<file path="config.mk">
export PLATFORM = sky130hd
export DESIGN_NAME = argb_crossfade_blend
export DESIGN_NICKNAME = d
export VERILOG_FILES = /design/src/rtl/acfb_pkg.sv /design/src/rtl/argb_crossfade_blend.sv /design/src/rtl/acfb_front.sv /design/src/rtl/acfb_div_cell.sv
export SDC_FILE = /design/constraint.sdc
export NUM_CORES = 2
export LEC_CHECK = 0
export ABC_CLOCK_PERIOD_IN_PS = 23500
export BUFFER_PORTS_ARGS = -buffer_cell sky130_fd_sc_hd__buf_2
export CORE_MARGIN = 1
export CORE_UTILIZATION = 50
export DETAILED_ROUTE_END_ITERATION = 10
export HOLD_SLACK_MARGIN = 0.05
export PLACE_DENSITY = 0.68
export SETUP_SLACK_MARGIN = 0.4
export SLEW_MARGIN = 20
export SYNTH_ARGS = -nofsm -noshare
export SYNTH_HDL_FRONTEND = slang
export SYNTH_HIERARCHICAL = 1
export SYNTH_SLANG_ARGS = --single-unit
</file>
<file path="constraint.sdc">
create_clock -name clk -period 23.5 [get_ports clk]
set_input_delay 4.7 -clock clk [delete_from_list [all_inputs] [get_ports clk]]
set_output_delay 4.7 -clock clk [all_outputs]
set_load 0.05 [all_outputs]
</file>
<file path="src/rtl/acfb_pkg.sv">
// ----------------------------------------------------------------------------
// acfb_pkg
// Shared types and constants for the ARGB crossfade blend pipeline.
// ----------------------------------------------------------------------------
package acfb_pkg;

    localparam int CHANNELS = 4;
    localparam int CH_W     = 8;
    localparam int NUM_W    = 2 * CH_W;
    localparam int PIX_W    = CHANNELS * CH_W;
    localparam int STEP_W   = 8;
    localparam int QBITS    = CH_W;

    localparam int IN_DATA_W  = 72;
    localparam int OUT_DATA_W = PIX_W;

    localparam int PADDR_W = 3;

    localparam logic [STEP_W-1:0] STEP_COUNT_RESET = 8'd30;

    typedef enum logic [0:0] {
        REG_STEP_COUNT = 1'b0
    } acfb_reg_t;

    typedef struct packed {
        logic [CHANNELS-1:0][NUM_W-1:0] rem;
        logic [CHANNELS-1:0][CH_W-1:0]  quot;
        logic [STEP_W-1:0]              divisor;
    } acfb_word_t;

endpackage

</file>
<file path="src/rtl/argb_crossfade_blend.sv">
// ----------------------------------------------------------------------------
// argb_crossfade_blend
// Linear crossfade of two ARGB8888 pixels by a clamped transition step.
// ----------------------------------------------------------------------------
// Takes one pixel pair per clock and returns one blended pixel per clock
// while the output is not stalled: a front register forms the weighted
// channel sums, then a row of eight division cells, each resolving one
// quotient bit for all four channels, divides by the step count. Each
// stage holds its word until the next stage takes it, so empty stages
// keep filling while a finished pixel waits at the output.
// ----------------------------------------------------------------------------
module argb_crossfade_blend (
    input  logic                               clk,
    input  logic                               rst_n,
    input  logic                               s_axis_tvalid,
    output logic                               s_axis_tready,
    // source_pixel[31:0], end_pixel[63:32], step[71:64]
    input  logic [acfb_pkg::IN_DATA_W-1:0]     s_axis_tdata,
    output logic                               m_axis_tvalid,
    input  logic                               m_axis_tready,
    // blended_pixel[31:0]
    output logic [acfb_pkg::OUT_DATA_W-1:0]    m_axis_tdata,
    input  logic                               psel,
    input  logic                               penable,
    input  logic                               pwrite,
    input  logic [acfb_pkg::PADDR_W-1:0]       paddr,
    input  logic [31:0]                        pwdata,
    output logic [31:0]                        prdata,
    output logic                               pready
);

    localparam int NCELLS = acfb_pkg::QBITS;

    logic [acfb_pkg::STEP_W-1:0] step_count_reg;
    logic [acfb_pkg::STEP_W-1:0] step_count_next;
    logic                        reg_write;
    acfb_pkg::acfb_reg_t         reg_sel;

    acfb_pkg::acfb_word_t        stage_word  [NCELLS+1];
    logic [NCELLS:0]             stage_valid;
    logic [NCELLS:0]             stage_ready;

    assign pready    = 1'b1;
    assign reg_sel   = acfb_pkg::acfb_reg_t'(paddr[2]);
    assign reg_write = psel && penable && pwrite && pready;

    always_comb
    begin
        step_count_next = step_count_reg;
        prdata          = '0;
        unique case (reg_sel)
            acfb_pkg::REG_STEP_COUNT:
            begin
                prdata = {24'd0, step_count_reg};
                if (reg_write)
                begin
                    step_count_next = pwdata[acfb_pkg::STEP_W-1:0];
                end
            end
            default:
            begin
                prdata = '0;
            end
        endcase
    end

    always_ff @(posedge clk or negedge rst_n)
    begin
        if (!rst_n)
        begin
            step_count_reg <= acfb_pkg::STEP_COUNT_RESET;
        end
        else
        begin
            step_count_reg <= step_count_next;
        end
    end

    acfb_front u_front (
        .clk          (clk),
        .rst_n        (rst_n),
        .in_valid     (s_axis_tvalid),
        .in_ready     (s_axis_tready),
        .source_pixel (s_axis_tdata[31:0]),
        .end_pixel    (s_axis_tdata[63:32]),
        .step         (s_axis_tdata[71:64]),
        .step_count   (step_count_reg),
        .out_valid    (stage_valid[0]),
        .out_ready    (stage_ready[0]),
        .out_word     (stage_word[0])
    );

    for (genvar j = 0; j < NCELLS; j++)
    begin : g_cell
        acfb_div_cell #(
            .SHIFT (NCELLS - 1 - j)
        ) u_cell (
            .clk       (clk),
            .rst_n     (rst_n),
            .in_valid  (stage_valid[j]),
            .in_ready  (stage_ready[j]),
            .in_word   (stage_word[j]),
            .out_valid (stage_valid[j+1]),
            .out_ready (stage_ready[j+1]),
            .out_word  (stage_word[j+1])
        );
    end

    assign stage_ready[NCELLS] = m_axis_tready;
    assign m_axis_tvalid       = stage_valid[NCELLS];

    always_comb
    begin
        for (int c = 0; c < acfb_pkg::CHANNELS; c++)
        begin
            m_axis_tdata[c*acfb_pkg::CH_W +: acfb_pkg::CH_W] = stage_word[NCELLS].quot[c];
        end
    end

    // assertions

    a_reg_write: assert property (@(posedge clk) disable iff (!rst_n)
        reg_write && (reg_sel == acfb_pkg::REG_STEP_COUNT)
        |=> step_count_reg == $past(pwdata[acfb_pkg::STEP_W-1:0]))
        else $error("step_count write not taken");

    a_front_ready: assert property (@(posedge clk) disable iff (!rst_n)
        !stage_valid[0] |-> s_axis_tready)
        else $error("input stalled with empty front stage");

    a_divisor_nonzero: assert property (@(posedge clk) disable iff (!rst_n)
        stage_valid[0] |-> stage_word[0].divisor != '0)
        else $error("zero divisor entered the division cells");

    a_rem_bound: assert property (@(posedge clk) disable iff (!rst_n)
        m_axis_tvalid |->
            (stage_word[NCELLS].rem[0] < acfb_pkg::NUM_W'(stage_word[NCELLS].divisor)) &&
            (stage_word[NCELLS].rem[1] < acfb_pkg::NUM_W'(stage_word[NCELLS].divisor)) &&
            (stage_word[NCELLS].rem[2] < acfb_pkg::NUM_W'(stage_word[NCELLS].divisor)) &&
            (stage_word[NCELLS].rem[3] < acfb_pkg::NUM_W'(stage_word[NCELLS].divisor)))
        else $error("division remainder not below divisor");

endmodule

</file>
<file path="src/rtl/acfb_front.sv">
// ----------------------------------------------------------------------------
// acfb_front
// Clamps the step and forms the weighted channel sums k*target + (n-k)*source.
// ----------------------------------------------------------------------------
module acfb_front (
    input  logic                              clk,
    input  logic                              rst_n,
    input  logic                              in_valid,
    output logic                              in_ready,
    input  logic [acfb_pkg::PIX_W-1:0]        source_pixel,
    input  logic [acfb_pkg::PIX_W-1:0]        end_pixel,
    input  logic [acfb_pkg::STEP_W-1:0]       step,
    input  logic [acfb_pkg::STEP_W-1:0]       step_count,
    output logic                              out_valid,
    input  logic                              out_ready,
    output acfb_pkg::acfb_word_t              out_word
);

    logic                        valid_reg;
    logic                        valid_next;
    acfb_pkg::acfb_word_t        word_reg;
    acfb_pkg::acfb_word_t        word_next;
    logic [acfb_pkg::STEP_W-1:0] n;
    logic [acfb_pkg::STEP_W-1:0] k;
    logic [acfb_pkg::STEP_W-1:0] w;
    logic                        load;

    assign in_ready  = !valid_reg || out_ready;
    assign load      = in_valid && in_ready;
    assign out_valid = valid_reg;
    assign out_word  = word_reg;

    always_comb
    begin
        logic [acfb_pkg::NUM_W-1:0] pa;
        logic [acfb_pkg::NUM_W-1:0] pb;
        n = (step_count == '0) ? acfb_pkg::STEP_W'(1) : step_count;
        k = (step > n) ? n : step;
        w = n - k;
        word_next = '0;
        word_next.divisor = n;
        for (int c = 0; c < acfb_pkg::CHANNELS; c++)
        begin
            pa = acfb_pkg::NUM_W'(w) * acfb_pkg::NUM_W'(source_pixel[c*acfb_pkg::CH_W +:
                 acfb_pkg::CH_W]);
            pb = acfb_pkg::NUM_W'(k) * acfb_pkg::NUM_W'(end_pixel[c*acfb_pkg::CH_W +:
                 acfb_pkg::CH_W]);
            word_next.rem[c] = pa + pb;
        end
    end

    assign valid_next = in_ready ? in_valid : valid_reg;

    always_ff @(posedge clk or negedge rst_n)
    begin
        if (!rst_n)
        begin
            valid_reg <= 1'b0;
        end
        else
        begin
            valid_reg <= valid_next;
        end
    end

    always_ff @(posedge clk)
    begin
        if (load)
        begin
            word_reg <= word_next;
        end
    end

endmodule

</file>
<file path="src/rtl/acfb_div_cell.sv">
// ----------------------------------------------------------------------------
// acfb_div_cell
// One restoring-division cell: resolves one quotient bit on all four channels.
// ----------------------------------------------------------------------------
module acfb_div_cell #(
    parameter int SHIFT = 0
) (
    input  logic                 clk,
    input  logic                 rst_n,
    input  logic                 in_valid,
    output logic                 in_ready,
    input  acfb_pkg::acfb_word_t in_word,
    output logic                 out_valid,
    input  logic                 out_ready,
    output acfb_pkg::acfb_word_t out_word
);

    logic                       valid_reg;
    logic                       valid_next;
    acfb_pkg::acfb_word_t       word_reg;
    acfb_pkg::acfb_word_t       word_next;
    logic [acfb_pkg::NUM_W-1:0] dsh;
    logic                       load;

    assign in_ready  = !valid_reg || out_ready;
    assign load      = in_valid && in_ready;
    assign out_valid = valid_reg;
    assign out_word  = word_reg;

    // divisor aligned to this cell's quotient bit
    assign dsh = acfb_pkg::NUM_W'(in_word.divisor) << SHIFT;

    always_comb
    begin
        logic ge;
        word_next = in_word;
        for (int c = 0; c < acfb_pkg::CHANNELS; c++)
        begin
            ge = (in_word.rem[c] >= dsh);
            word_next.rem[c]  = ge ? (in_word.rem[c] - dsh) : in_word.rem[c];
            word_next.quot[c] = {in_word.quot[c][acfb_pkg::CH_W-2:0], ge};
        end
    end

    assign valid_next = in_ready ? in_valid : valid_reg;

    always_ff @(posedge clk or negedge rst_n)
    begin
        if (!rst_n)
        begin
            valid_reg <= 1'b0;
        end
        else
        begin
            valid_reg <= valid_next;
        end
    end

    always_ff @(posedge clk)
    begin
        if (load)
        begin
            word_reg <= word_next;
        end
    end

endmodule

</file>
==> impl_metrics.toml <==
[run_status]
run_status = "finished clean"

[hold_path]
hold_start = "g_cell[1].u_cell/out_word[33]$_DFFE_PP_"
hold_end = "g_cell[2].u_cell/out_word[34]$_DFFE_PP_"
whs_path_depth = 0
min_path_type = "reg2reg"

[layout]
largest_reg_flops = 648
layout.nets = 6605
final.fill_count = 10169
final_common_cell = "inv_1"
final_cell_mix = "inv_1, edfxtp_1, ha_1"
drive_gt1_frac = 0.09820
syn2layout_area_growth_pct = 8.356

[sta]
drv_slew = 0
slew_headroom = 0.2391
final-hold-violation-count = 0
fin_skew_ns = 0.03274
worst_pin_slew_ns = 1.139
rsz0062_at_grt = "no"
finalSetupTns_ns = 0
fin_crit_sh = 0.5994
setup_violations = 0
period_needed_ns = 14.09
fmax_mhz = 70.99

[worst_setup_path]
r2r-start = "step_count_reg[1]$_DFFE_PN1P_"
ff2ff_path_depth = 31
critPathKind = "in2reg"
arrival_ns = 14.48
required_ns = 23.89
reg2reg_slack_ns = 12.67
timing.rr.end = "u_front/out_word[71]$_DFFE_PP_"
crit_path_start_kind = "primary input"
critPathSlowestCell = "and3_1"
crit_top_cell = "fa_1"
max_stage_delay_ns = 0.82
crit_fanout = 38
worstSetupEndpointType = "flip-flop"

[synth]
postSynthCellCount = 5466
synthesis.area_um2 = 59550
ys_warn_count = 6
syn-mean-instance-area_um2 = 10.89

[floorplan]
rows = 126
die_h_um = 347.1
dieArea_um2 = 120500
dieWidth_um = 347.1
core_um2 = 118100
initial_core_util = 0.5043
io_pins = 181

[grt]
grt_usage = 0.2390
antenna_found_initial = 10
grt_pass1_wl_um = 224900
grt_start_max_net_pins = 81
grt_overflow_total = 0
grt_pass1_vias = 40875

[drt]
wl_met1_um = 56430
routed_wl_um = 144600
drc_errors = 0
top_layer_used = "met5"
vias = 40811
routed_via_density = 5.699
wl_met2_um = 73290
routed-wl-met3_um = 6492
dr.pass1.iters = 6
ant_nets = 0
drt_iter0_drc = 2458
wl_per_cell_um = 20.19

[clock_tree]
clk_latency_ns = 0.66
htree_levels = 3
clkTransAtPathRegs_ns = 0.06
cts.sinks = 737
cts_hold_buf = 0
cts.path.max_buffers = 3
cts_root_buf = "clkbuf_16"
ctsResizeCount = 0
cts_setup_buffers = 0
cts_made_buffers = 84
cts_tree = "yes"

[run]
maxCapViolCount = 0

[placed_design]
place.gp.congestion = 0.9250
dp_hpwl_um = 112900
io_buffer_count = 129
## how the worst max path moves through the flow
stage | from | endpoint | slack (ns) | cells past startpoint
after floorplan | s_axis_tdata[65] | u_front/out_word[71]$_DFFE_PP_ | 10.76 | 32
after global placement | s_axis_tdata[65] | u_front/out_word[71]$_DFFE_PP_ | 8.80 | 31
after global routing | s_axis_tdata[71] | u_front/out_word[71]$_DFFE_PP_ | 8.95 | 30
final | s_axis_tdata[71] | u_front/out_word[71]$_DFFE_PP_ | 9.41 | 30
after CTS | s_axis_tdata[71] | u_front/out_word[71]$_DFFE_PP_ | 9.57 | 30
after detailed placement | s_axis_tdata[71] | u_front/out_word[71]$_DFFE_PP_ | 8.89 | 30
## per-stage QoR
stage | utilization | area, µm² | cells | worst slack [ns] | hold slack (ns)
4_1_cts | 0.5463 | 64510 | 7157 | 9.573 | 0.4056
3_3_place_gp | 0.5222 | 61670 | 7000 | 8.797 | 0.4018
3_5_place_dp | 0.5223 | 61680 | 7000 | 8.892 | 0.4045
5_1_grt | 0.5464 | 64520 | 7160 | 8.949 | 0.4211
2_1_floorplan | - | 59640 | 5489 | 10.76 | 0.4003
6_report | 0.5465 | 64530 | 7161 | 9.413 | 0.4105
## critical path, delay by kind of cell
| family | cells | cell delay (ns) |
|---|---|---|
| and+or+nand+nor | 5 | 1.39 |
| adders and majority gates | 9 | 3.99 |
| xor gates and xnor gates | 1 | 0.09 |
| buffers and inverters | 7 | 1.42 |
| AOI/OAI and AO/OA | 8 | 2.88 |
## area by class of cell
class	instances	area (µm²)	share of cell area
flip-flops and latches	737	22050	0.3417
repair buffers	182	1044	0.01617
well taps	1536	1922	0.02978
clock buffers	102	2190	0.03393
clock inverters	55	643.1	0.009967
multi-input cells	3804	33890	0.5251
diodes	4	10.01	0.0001551
inverters	741	2781	0.04310
## routing by layer
metal	vias up	track usage
li1	19497	-
met4	4	0.1250
met1	19712	0.2728
met2	1204	0.4351
met5	-	0
met3	394	0.02995
Power is left out: the tool's default activity adds up to more than one toggle a clock period on the data nets, which glitch-free logic cannot reach.
